==> src/rtl/core/tpt_pkg.sv <==
// Shared types and constants for the triple period timer.
// No dependencies; used by the timer, the output buffer and the top level.
package tpt_pkg;

  localparam int unsigned NumTimers   = 3;
  localparam int unsigned CountW      = 8;
  localparam int unsigned CtrlW       = 7;
  localparam int unsigned ScaleW      = 4;
  localparam int unsigned CfgIndexW   = 3;
  localparam int unsigned CfgDataW    = 8;
  localparam int unsigned InDataW     = 8;
  localparam int unsigned OutDataW    = 32;

  localparam int unsigned CtrlEnableBit = 2;
  localparam int unsigned CtrlPreLsb    = 0;
  localparam int unsigned CtrlPostLsb   = 3;

  localparam logic [CountW-1:0] PeriodReset = 8'hFF;

  typedef enum logic [CfgIndexW-1:0] {
    RegCtrlA   = 3'd0,
    RegCtrlB   = 3'd1,
    RegCtrlC   = 3'd2,
    RegPeriodA = 3'd3,
    RegPeriodB = 3'd4,
    RegPeriodC = 3'd5
  } cfg_reg_e;

  typedef enum logic [1:0] {
    PreDiv1   = 2'b00,
    PreDiv4   = 2'b01,
    PreDiv16  = 2'b10,
    PreDiv16b = 2'b11
  } prescale_e;

  typedef struct packed {
    logic                ctrl_we;
    logic                period_we;
    logic [CfgDataW-1:0] data;
  } cfg_wr_t;

  typedef struct packed {
    logic [1:0]          pad;
    logic [2:0]          events;
    logic [2:0]          flags;
    logic [CountW-1:0]   count_c;
    logic [CountW-1:0]   count_b;
    logic [CountW-1:0]   count_a;
  } result_t;

  function automatic logic [ScaleW:0] prescale_ratio(input prescale_e sel);
    logic [ScaleW:0] r;
    unique case (sel)
      PreDiv1:  r = 5'd1;
      PreDiv4:  r = 5'd4;
      PreDiv16, PreDiv16b: r = 5'd16;
      default:  r = 5'd16;
    endcase
    return r;
  endfunction

endpackage

==> src/rtl/core/tpt_timer.sv <==
// One period timer: control, period, prescaler, postscaler and count registers.
// Depends on tpt_pkg.
module tpt_timer (
  input  logic                      clk_i,
  input  logic                      rst_ni,
  input  tpt_pkg::cfg_wr_t          wr_i,
  input  logic                      tick_i,
  output logic [tpt_pkg::CountW-1:0] count_o,
  output logic                      event_o
);

  logic [tpt_pkg::CtrlW-1:0]  ctrl_q;
  logic [tpt_pkg::CountW-1:0] period_q;
  logic [tpt_pkg::ScaleW-1:0] pre_q, pre_d;
  logic [tpt_pkg::ScaleW-1:0] post_q, post_d;
  logic [tpt_pkg::CountW-1:0] cnt_q, cnt_d;
  logic [tpt_pkg::ScaleW:0]   pre_inc, post_inc;
  logic [tpt_pkg::ScaleW-1:0] limit;
  logic                       ev;

  assign pre_inc  = {1'b0, pre_q} + 5'd1;
  assign post_inc = {1'b0, post_q} + 5'd1;
  assign limit    = ctrl_q[tpt_pkg::CtrlPostLsb +: tpt_pkg::ScaleW];

  always_comb begin
    pre_d  = pre_q;
    post_d = post_q;
    cnt_d  = cnt_q;
    ev     = 1'b0;
    if (ctrl_q[tpt_pkg::CtrlEnableBit]) begin
      if (pre_inc < tpt_pkg::prescale_ratio(
            tpt_pkg::prescale_e'(ctrl_q[tpt_pkg::CtrlPreLsb +: 2]))) begin
        pre_d = pre_inc[tpt_pkg::ScaleW-1:0];
      end else begin
        pre_d = '0;
        if (cnt_q != period_q) begin
          cnt_d = cnt_q + 8'd1;
        end else begin
          cnt_d = '0;
          if (post_inc > {1'b0, limit}) begin
            post_d = '0;
            ev     = 1'b1;
          end else begin
            post_d = post_inc[tpt_pkg::ScaleW-1:0];
          end
        end
      end
    end
  end

  always_ff @(posedge clk_i or negedge rst_ni) begin
    if (!rst_ni) begin
      ctrl_q   <= '0;
      period_q <= tpt_pkg::PeriodReset;
      pre_q    <= '0;
      post_q   <= '0;
      cnt_q    <= '0;
    end else begin
      if (wr_i.ctrl_we)   ctrl_q   <= wr_i.data[tpt_pkg::CtrlW-1:0];
      if (wr_i.period_we) period_q <= wr_i.data;
      if (tick_i) begin
        pre_q  <= pre_d;
        post_q <= post_d;
        cnt_q  <= cnt_d;
      end
    end
  end

  assign count_o = cnt_d;
  assign event_o = ev;

endmodule

==> src/rtl/core/tpt_out_buf.sv <==
// Result register with a skid stage toward the output stream.
// Depends on tpt_pkg.
module tpt_out_buf (
  input  logic              clk_i,
  input  logic              rst_ni,
  input  logic              push_i,
  input  tpt_pkg::result_t  data_i,
  output logic              ready_o,
  output logic              valid_o,
  input  logic              pop_ready_i,
  output tpt_pkg::result_t  data_o
);

  logic             out_valid_q, skid_valid_q;
  tpt_pkg::result_t out_q, skid_q;
  logic             pop;

  assign pop     = out_valid_q & pop_ready_i;
  assign ready_o = ~skid_valid_q;
  assign valid_o = out_valid_q;
  assign data_o  = out_q;

  always_ff @(posedge clk_i or negedge rst_ni) begin
    if (!rst_ni) begin
      out_valid_q  <= 1'b0;
      skid_valid_q <= 1'b0;
    end else if (skid_valid_q) begin
      if (pop) skid_valid_q <= 1'b0;
    end else if (push_i) begin
      if (out_valid_q && !pop) skid_valid_q <= 1'b1;
      else out_valid_q <= 1'b1;
    end else if (pop) begin
      out_valid_q <= 1'b0;
    end
  end

  always_ff @(posedge clk_i) begin
    if (skid_valid_q) begin
      if (pop) out_q <= skid_q;
    end else if (push_i) begin
      if (out_valid_q && !pop) skid_q <= data_i;
      else out_q <= data_i;
    end
  end

endmodule

==> src/rtl/core/triple_period_timer_pre_postscale.sv <==
// Top level of the triple period timer with prescalers and postscalers.
// Depends on tpt_pkg, tpt_timer and tpt_out_buf.
//
//  channel | signals                        | payload (low bit up)
//  s_axis  | tvalid tready tdata[7:0]       | flag_clear[2:0], zero pad
//  m_axis  | tvalid tready tdata[31:0]      | count_a, count_b, count_c, flags, events, pad
//  cfg     | valid ready index[2:0] data    | register index, write data
//
// One tick per cycle while s_axis_tready is high; each taken tick's result is registered.
// The timer state is updated in the cycle of acceptance; the result register
// plus one skid entry hold results while m_axis stalls, and s_axis_tready
// drops only when both are full. Reset clears all counters, controls and flags
// and sets the periods to 255. Config writes are always taken.
module triple_period_timer_pre_postscale (
  input  logic                            clk_i,
  input  logic                            rst_ni,
  input  logic                            s_axis_tvalid,
  output logic                            s_axis_tready,
  input  logic [tpt_pkg::InDataW-1:0]     s_axis_tdata,  // flag_clear[2:0]
  output logic                            m_axis_tvalid,
  input  logic                            m_axis_tready,
  output logic [tpt_pkg::OutDataW-1:0]    m_axis_tdata,  // count_a, count_b, count_c, flags, events
  input  logic                            cfg_valid_i,
  output logic                            cfg_ready_o,
  input  logic [tpt_pkg::CfgIndexW-1:0]   cfg_index_i,
  input  logic [tpt_pkg::CfgDataW-1:0]    cfg_data_i
);

  logic                                     tick;
  logic                                     cfg_we;
  tpt_pkg::cfg_wr_t [tpt_pkg::NumTimers-1:0] wr;
  logic [tpt_pkg::NumTimers-1:0][tpt_pkg::CountW-1:0] count;
  logic [tpt_pkg::NumTimers-1:0]            events;
  logic [tpt_pkg::NumTimers-1:0]            flags_q, flags_d;
  tpt_pkg::result_t                         res;
  tpt_pkg::result_t                         out_data;

  assign cfg_ready_o = 1'b1;
  assign cfg_we      = cfg_valid_i;
  assign tick        = s_axis_tvalid & s_axis_tready;

  always_comb begin
    for (int t = 0; t < tpt_pkg::NumTimers; t++) begin
      wr[t].ctrl_we   = 1'b0;
      wr[t].period_we = 1'b0;
      wr[t].data      = cfg_data_i;
    end
    if (cfg_we) begin
      unique case (tpt_pkg::cfg_reg_e'(cfg_index_i))
        tpt_pkg::RegCtrlA:   wr[0].ctrl_we   = 1'b1;
        tpt_pkg::RegCtrlB:   wr[1].ctrl_we   = 1'b1;
        tpt_pkg::RegCtrlC:   wr[2].ctrl_we   = 1'b1;
        tpt_pkg::RegPeriodA: wr[0].period_we = 1'b1;
        tpt_pkg::RegPeriodB: wr[1].period_we = 1'b1;
        tpt_pkg::RegPeriodC: wr[2].period_we = 1'b1;
        default: ;
      endcase
    end
  end

  for (genvar t = 0; t < tpt_pkg::NumTimers; t++) begin : g_timer
    tpt_timer u_timer (
      .clk_i   (clk_i),
      .rst_ni  (rst_ni),
      .wr_i    (wr[t]),
      .tick_i  (tick),
      .count_o (count[t]),
      .event_o (events[t])
    );
  end

  assign flags_d = (flags_q & ~s_axis_tdata[tpt_pkg::NumTimers-1:0]) | events;

  always_ff @(posedge clk_i or negedge rst_ni) begin
    if (!rst_ni) begin
      flags_q <= '0;
    end else if (tick) begin
      flags_q <= flags_d;
    end
  end

  always_comb begin
    res         = '0;
    res.count_a = count[0];
    res.count_b = count[1];
    res.count_c = count[2];
    res.flags   = flags_d;
    res.events  = events;
  end

  tpt_out_buf u_out_buf (
    .clk_i       (clk_i),
    .rst_ni      (rst_ni),
    .push_i      (tick),
    .data_i      (res),
    .ready_o     (s_axis_tready),
    .valid_o     (m_axis_tvalid),
    .pop_ready_i (m_axis_tready),
    .data_o      (out_data)
  );

  assign m_axis_tdata = out_data;

endmodule

==> config.mk <==
export PLATFORM = sky130hd
export DESIGN_NAME = triple_period_timer_pre_postscale
export DESIGN_NICKNAME = d
export VERILOG_FILES = /design/src/rtl/core/tpt_pkg.sv /design/src/rtl/core/tpt_timer.sv /design/src/rtl/core/tpt_out_buf.sv /design/src/rtl/core/triple_period_timer_pre_postscale.sv
export SDC_FILE = /design/constraint.sdc
export NUM_CORES = 1
export LEC_CHECK = 0
export ABC_CLOCK_PERIOD_IN_PS = 4590
export BUFFER_PORTS_ARGS = -buffer_cell sky130_fd_sc_hd__buf_2
export CAP_MARGIN = 5
export CORE_UTILIZATION = 45
export CTS_BUF_LIST = sky130_fd_sc_hd__clkbuf_8
export CTS_CLUSTER_DIAMETER = 60
export DETAILED_ROUTE_END_ITERATION = 16
export PLACE_DENSITY = 0.69
export SYNTH_ARGS = -nofsm -noshare
export SYNTH_HDL_FRONTEND = slang
export SYNTH_HIERARCHICAL = 1
export SYNTH_SLANG_ARGS = --single-unit
==> constraint.sdc <==
create_clock -name clk_i -period 4.59 [get_ports clk_i]
set_input_delay 0.6885 -clock clk_i [delete_from_list [all_inputs] [get_ports clk_i]]
set_output_delay 0.6885 -clock clk_i [all_outputs]
set_load 0.1 [all_outputs]
==> results.json, run 1 <==
{
  "required_ns": 4.79,
  "clock_power_share_pct": 17.0,
  "cp_slowest_cell": "or4b_4",
  "grt_antenna_before_repair": 0,
  "layout_common_cells": "73 x dfrtp_1, 64 x edfxtp_1, 55 x nand2_1",
  "p_per_area_mw_per_mm2": 619,
  "grt_setup_unrepaired": "false",
  "start_util_pct": 46.1,
  "diodes": 0,
  "io_pins": 59,
  "fin_tns_setup_ns": 0,
  "area_growth_pct": 9.51,
  "avgSynthCellArea_um2": 12.1,
  "drv_slew": 0,
  "rows": 49,
  "ys.flop_type": "dfrtp_1",
  "grt_pass1_vias": 5576,
  "vias_per_cell": 5.70,
  "critPathBufInv": 0,
  "ys_types": 55,
  "grt_pass1_wl_mm": 27.2,
  "cp_max_fo": 11,
  "cts_setup_buffers": 0,
  "synth-edff-count": 64,
  "ys_ff_latch": 162,
  "finalCriticalPeriod_ns": 3.16,
  "setup_viol": 0,
  "grt.total_usage_pct": 18.6,
  "wl_per_cell_um": 16.8,
  "internal-power_mw": 3.17,
  "utilization_pct": 50.5,
  "clkSinkCount": 162,
  "cts_buffer_depth": 2,
  "drtIter0Drc": 335,
  "cts_buffers": 17,
  "finalPower_mw": 5.64,
  "core_area_mm2": 0.0180,
  "dp.final_hpwl_mm": 11.8,
  "swShare_pct": 43.7,
  "nets": 796,
  "cp.arrival_ns": 3.36,
  "cap_violations": 0,
  "worst_setup_path_start_kind": "flip-flop",
  "hp-class": "input port to asynchronous set/reset pin",
  "finClkSkew_ns": 0.0109,
  "register_area_mm2": 0.00441,
  "post_cts_resize_count": 0,
  "root_buffer": "clkbuf_8",
  "combPwrFrac_pct": 41.8,
  "cts.clk_slew.worst_paths_ns": 0.08,
  "dieWidth_um": 138,
  "h-tree-depth": 4,
  "overflow": 0,
  "first_pass_iters": 5,
  "cts_tree": "built",
  "leakage_nw": 3.82,
  "max_stage_delay_ns": 0.49,
  "p_switching_mw": 2.46,
  "drive_gt1_share_pct": 27.6,
  "status": "finished clean",
  "worstSkewPairLatency_ns": 0.45,
  "die_h_um": 138,
  "wl_mm": 16.6,
  "syn-cell-area_mm2": 0.00832,
  "holdBufCountCts": 0,
  "timing.final.crit_share_pct": 68.8,
  "place_congestion": 0.828,
  "drc": 0,
  "path_cells": "ha_1, or4b_4, a211o_1, o221ai_2, nand2b_1, o22ai_1, mux2_4",
  "max_freq_mhz": 317,
  "relSlewSlack_pct": 18.0,
  "grt_max_degree": 70,
  "end_kind": "flip-flop",
  "layout.cells.most_common": "dfrtp_1",
  "ir_drop_uv": 632,
  "nFillCells": 1583,
  "die_area_mm2": 0.0190,
  "finalHoldViolations": 0,
  "synth_seq_area_share_pct": 53.0,
  "numPortBuffers": 52,
  "tightestPinTransition_ns": 1.22,
  "ys.warnings.count": 6,
  "synthCells": 689,
  "vias": 5625,
  "antenna_left": 0,
  "async_reset_ff_share_pct": 60.5,
  "path_class": "flip-flop to flip-flop",
  "p_seq_share_pct": 41.2,
  "multi_input_area_mm2": 0.00358,
  "cp_top_family": "compound AO/OA/AOI/OAI gates"
}
## per-layer routing
layer	part of all wire [%]	vias to the layer above	GRT usage, %
met3	4.3	24	4.13
met2	50	130	32.1
met1	44	2796	22.9
met4	1.8	0	6.34
met5	0	-	0
li1	-	2675	-
## area by class of cell
| cell class | count | share of cell area (%) |
|---|---|---|
| sequential | 162 | 48.4 |
| multi-input combinational | 460 | 39.3 |
| timing repair buffer | 57 | 3.30 |
| tap | 229 | 3.15 |
| clock buffer | 19 | 2.87 |
| inverter | 47 | 1.94 |
| clock inverter | 13 | 1.06 |
## path summary, 6_finish.rpt
check                                                 endpoint  cells past startpoint                   startpoint  slack (ns)
worst max-delay path                       u_out_buf/data_o[3]                      7  g_timer[0].u_timer/pre_q[0]        1.43
worst min-delay path              g_timer[0].u_timer/ctrl_q[3]                      1                       rst_ni        0.33
worst max register to register             u_out_buf/data_o[3]                      7  g_timer[0].u_timer/pre_q[0]        1.43
worst min register to register                      flags_q[0]                      1                   flags_q[0]        0.52
max in group asynchronous       g_timer[0].u_timer/period_q[6]                      2                       rst_ni        3.25
min in group clk_i                      u_out_buf/skid_valid_q                      2                m_axis_tready        0.46
## sequential cells by signal, indices dropped and copies added (netlist names)
register and cells:
flags_q 3, g_timer.u_timer/cnt_q 24, g_timer.u_timer/ctrl_q 21, g_timer.u_timer/period_q 24, g_timer.u_timer/post_q 12, g_timer.u_timer/pre_q 12, u_out_buf/data_o 32, u_out_buf/skid_q 32
u_out_buf/skid_valid_q 1, u_out_buf/valid_o 1
## worst register-to-register path: cells and delay by family (launching register included)
kind | cells | cell delay, ns
adder cells (fa/ha/maj) | 1 | 0.33
AND/OR/NAND/NOR | 2 | 0.84
AO/OA/AOI/OAI | 3 | 1.03
multiplexers | 1 | 0.29
flip-flops | 1 | 0.42
## synth_stat cells, types with 21 or more instances
library cell / number / area share (%)
mux2_2: 38 / 5.1
dfstp_2: 24 / 7.6
nand3_1: 21 / 1.3
dfrtp_1: 74 / 22
nand2_1: 55 / 2.5
xor2_1: 36 / 3.8
o22ai_1: 36 / 2.7
edfxtp_1: 64 / 23
mux2_4: 30 / 5.4
ha_1: 27 / 4.1
inv_1: 47 / 2.1
a21oi_1: 47 / 2.8
o21ai_0: 31 / 1.9
## power groups by stage
stage / logic [mW] / clock network (mW) / registers [mW]
3_3_place_gp: 2.28 / 0 / 2.33
6_report: 2.36 / 0.956 / 2.32
5_1_grt: 2.54 / 1.04 / 2.38
3_5_place_dp: 2.36 / 0 / 2.36
4_1_cts: 2.37 / 0.984 / 2.33
2_1_floorplan: 1.28 / 0 / 3.02
## per-stage QoR
stage,hold slack (ns),instances,area (um2),setup WS [ns]
final,0.328,987,9110,1.43
after global routing,0.400,987,9110,1.31
after CTS,0.378,987,9110,1.46
after detailed placement,0.494,955,8750,1.45
after global placement,0.484,955,8750,1.52
after floorplan,0.393,692,8330,0.184
## logic make-up (layout without fill, tap and decap cells)
| logic type | after synthesis | after routing | synth area share, % |
|---|---|---|---|
| AOI/OAI and AO/OA | 172 | 172 | 14.1 |
| DFF | 162 | 162 | 53.0 |
| and+or+nand+nor | 149 | 149 | 9.90 |
| buffers and inverters | 70 | 136 | 4.26 |
| muxes | 68 | 68 | 10.6 |
| xor gates and xnor gates | 39 | 39 | 4.11 |
| adders and majority gates | 27 | 27 | 4.06 |
| other | 2 | 5 | 0.0903 |
(Power assumes the default switching activity.)
==> inputs of run 2 (changes only) <==
--- a/config.mk
+++ b/config.mk
@@ -5,7 +5,7 @@
 export SDC_FILE = /design/constraint.sdc
 export NUM_CORES = 1
 export LEC_CHECK = 0
-export ABC_CLOCK_PERIOD_IN_PS = 4590
+export ABC_CLOCK_PERIOD_IN_PS = 3070
 export BUFFER_PORTS_ARGS = -buffer_cell sky130_fd_sc_hd__buf_2
 export CAP_MARGIN = 5
 export CORE_UTILIZATION = 45
==> constraint.sdc (replaced) <==
create_clock -name clk_i -period 3.07 [get_ports clk_i]
set_input_delay 0.4605 -clock clk_i [delete_from_list [all_inputs] [get_ports clk_i]]
set_output_delay 0.4605 -clock clk_i [all_outputs]
set_load 0.1 [all_outputs]
==> run 2 against run 1 <==
Compared with the run above:
- power grew 53%
- register-to-register slack got worse by 1.3 ns
- fmax rose by 7.8%
- non-clock buffer count is 14 higher
- highest routed layer unchanged
- clock skew rose by 0.00064 ns
- count of clock-buffer cells in the layout fell by 2
- first-iteration DRC count increased by 37%
==> results.json, run 2 (synthesized netlist as in run 1, its figures left out) <==
{
  "register_area_mm2": 0.00441,
  "worstSkewPairLatency_ns": 0.45,
  "grt_antenna_before_repair": 0,
  "min_from": "m_axis_tready",
  "dp.final_hpwl_mm": 12.1,
  "place_congestion": 0.860,
  "root_buffer": "clkbuf_8",
  "area_growth_pct": 11.7,
  "path_class": "flip-flop to flip-flop",
  "finalCriticalPeriod_ns": 2.93,
  "setup_viol": 0,
  "overflow": 0,
  "rows": 49,
  "worst_setup_path_start_kind": "flip-flop",
  "r2r_start": "g_timer[1].u_timer/pre_q[0]",
  "vias": 5692,
  "max_stage_delay_ns": 0.49,
  "diodes": 0,
  "h-tree-depth": 4,
  "layout.cells.most_common": "dfrtp_1",
  "die_area_mm2": 0.0190,
  "cp_max_fo": 7,
  "grt_pass1_wl_mm": 27.6,
  "cts_buffer_depth": 2,
  "cp_slowest_cell": "or4b_4",
  "grt.total_usage_pct": 18.9,
  "wl_mm": 16.9,
  "grt_max_degree": 60,
  "ir_drop_uv": 1080,
  "cts.clk_slew.worst_paths_ns": 0.08,
  "drc": 0,
  "nFillCells": 1546,
  "internal-power_mw": 4.90,
  "cts_buffers": 17,
  "leakage_nw": 3.90,
  "timing.final.crit_share_pct": 95.4,
  "max_freq_mhz": 341,
  "multi_input_area_mm2": 0.00361,
  "hp-class": "input port to flip-flop",
  "p_seq_share_pct": 39.9,
  "start_util_pct": 46.1,
  "layout_common_cells": "73 x dfrtp_1, 64 x edfxtp_1, 55 x nand2_1",
  "combPwrFrac_pct": 42.4,
  "dieWidth_um": 138,
  "hold_slack_ns": 0.280,
  "nets": 810,
  "status": "finished clean",
  "drtIter0Drc": 460,
  "end_kind": "flip-flop",
  "r2r_end": "u_out_buf/data_o[8]",
  "drv_slew": 0,
  "numPortBuffers": 52,
  "utilization_pct": 51.5,
  "vias_per_cell": 5.69,
  "p_per_area_mw_per_mm2": 927,
  "tightestPinTransition_ns": 0.753,
  "p_switching_mw": 3.71,
  "required_ns": 3.27,
  "die_h_um": 138,
  "swShare_pct": 43.1,
  "cts_tree": "built",
  "ff2ff_path_depth": 7,
  "grt_pass1_vias": 5654,
  "wl_per_cell_um": 16.9,
  "reg2reg_slack_ns": 0.14,
  "clkSinkCount": 162,
  "first_pass_iters": 5,
  "core_area_mm2": 0.0180,
  "drive_gt1_share_pct": 28.5,
  "worstHoldEndpoint": "u_out_buf/skid_valid_q",
  "cp.arrival_ns": 3.13,
  "critPathBufInv": 0,
  "finalHoldViolations": 0,
  "finClkSkew_ns": 0.0115,
  "antenna_left": 0,
  "io_pins": 59,
  "clock_power_share_pct": 17.7,
  "cp_top_family": "simple AND/OR/NAND/NOR gates",
  "relSlewSlack_pct": 49.4,
  "cap_violations": 0,
  "path_cells": "ha_1, or4b_4, a211o_1, o221ai_2, nand2b_1, o21ai_0, mux2_4",
  "hold_depth": 2
}
[run 2: cell types whose count changed in the layout (fill, tap and decap cells not counted), sizes merged]
cell,previous run,this run
inv,52,50
clkbuf,19,17
clkinvlp,0,2
dlygate4sd3,0,1
bufinv,1,3
buf,57,70
[run 2: worst max path at each step]
| stage | slack (ns) | end | cells past startpoint | startpoint |
|---|---|---|---|---|
| 6_report | 0.14 | u_out_buf/data_o[8] | 7 | g_timer[1].u_timer/pre_q[0] |
| 3_5_place_dp | 0.14 | u_out_buf/data_o[18] | 7 | g_timer[2].u_timer/pre_q[0] |
| 3_3_place_gp | 0.21 | u_out_buf/data_o[21] | 7 | g_timer[2].u_timer/pre_q[0] |
| 4_1_cts | 0.13 | u_out_buf/data_o[18] | 7 | g_timer[2].u_timer/pre_q[0] |
| 5_1_grt | -0.001 | u_out_buf/data_o[8] | 7 | g_timer[1].u_timer/pre_q[0] |
| 2_1_floorplan | 0.06 | u_out_buf/skid_q[0] | 6 | u_out_buf/skid_valid_q |
[run 2: what timing repair did]
| item | CTS | global route |
|---|---|---|
| setup endpoints to repair | 0 | 7 |
| buffers inserted | 0 | 0 |
| resized for setup | 0 | 2 |
| hold endpoints to repair | 1 | 0 |
| hold buffers | 1 | 0 |
[run 2: worst register-to-register path, stage by stage (launching register included)]
cell,delay [ns]
dfrtp_1,0.43
ha_1,0.32
or4b_4,0.49
a211o_1,0.36
o221ai_2,0.26
nand2b_1,0.34
o21ai_0,0.18
mux2_4,0.30
[run 2: power by group through the flow]
stage                     Clock, mW  Sequential (mW)  Combinational [mW]
final                          1.53             3.43                3.65
after global routing           1.65             3.51                3.94
after CTS                      1.57             3.43                3.65
after detailed placement          0             3.48                3.64
after global placement            0             3.44                3.52
after floorplan                   0             4.51                1.95
[run 2: layer usage]
metal / GRT usage, % / vias up / part of all wire [%]
li1: - / 2687 / -
met1: 23.0 / 2786 / 43
met2: 31.4 / 179 / 49
met3: 4.09 / 40 / 5.3
met4: 9.54 / 0 / 2.5
met5: 0 / - / 0
[run 2: area by class of cell]
| type | count | area share [%] |
|---|---|---|
| well taps | 229 | 3.08 |
| multi-input cells | 460 | 38.9 |
| inverters | 47 | 1.90 |
| repair buffers | 71 | 4.53 |
| flip-flops and latches | 162 | 47.4 |
| clock inverters | 15 | 1.63 |
| clock buffers | 17 | 2.52 |
[run 2: metrics by stage]
step	instances	TNS [ns]	total power [mW]	cell area (um2)	setup WS, ns
6_report	1001	0	8.61	9290	0.140
5_1_grt	1001	-0.00139	9.10	9290	-0.00139
4_1_cts	1001	0	8.65	9270	0.127
3_5_place_dp	968	0	7.12	8880	0.135
3_3_place_gp	968	0	6.96	8880	0.213
2_1_floorplan	692	0	6.46	8360	0.0575
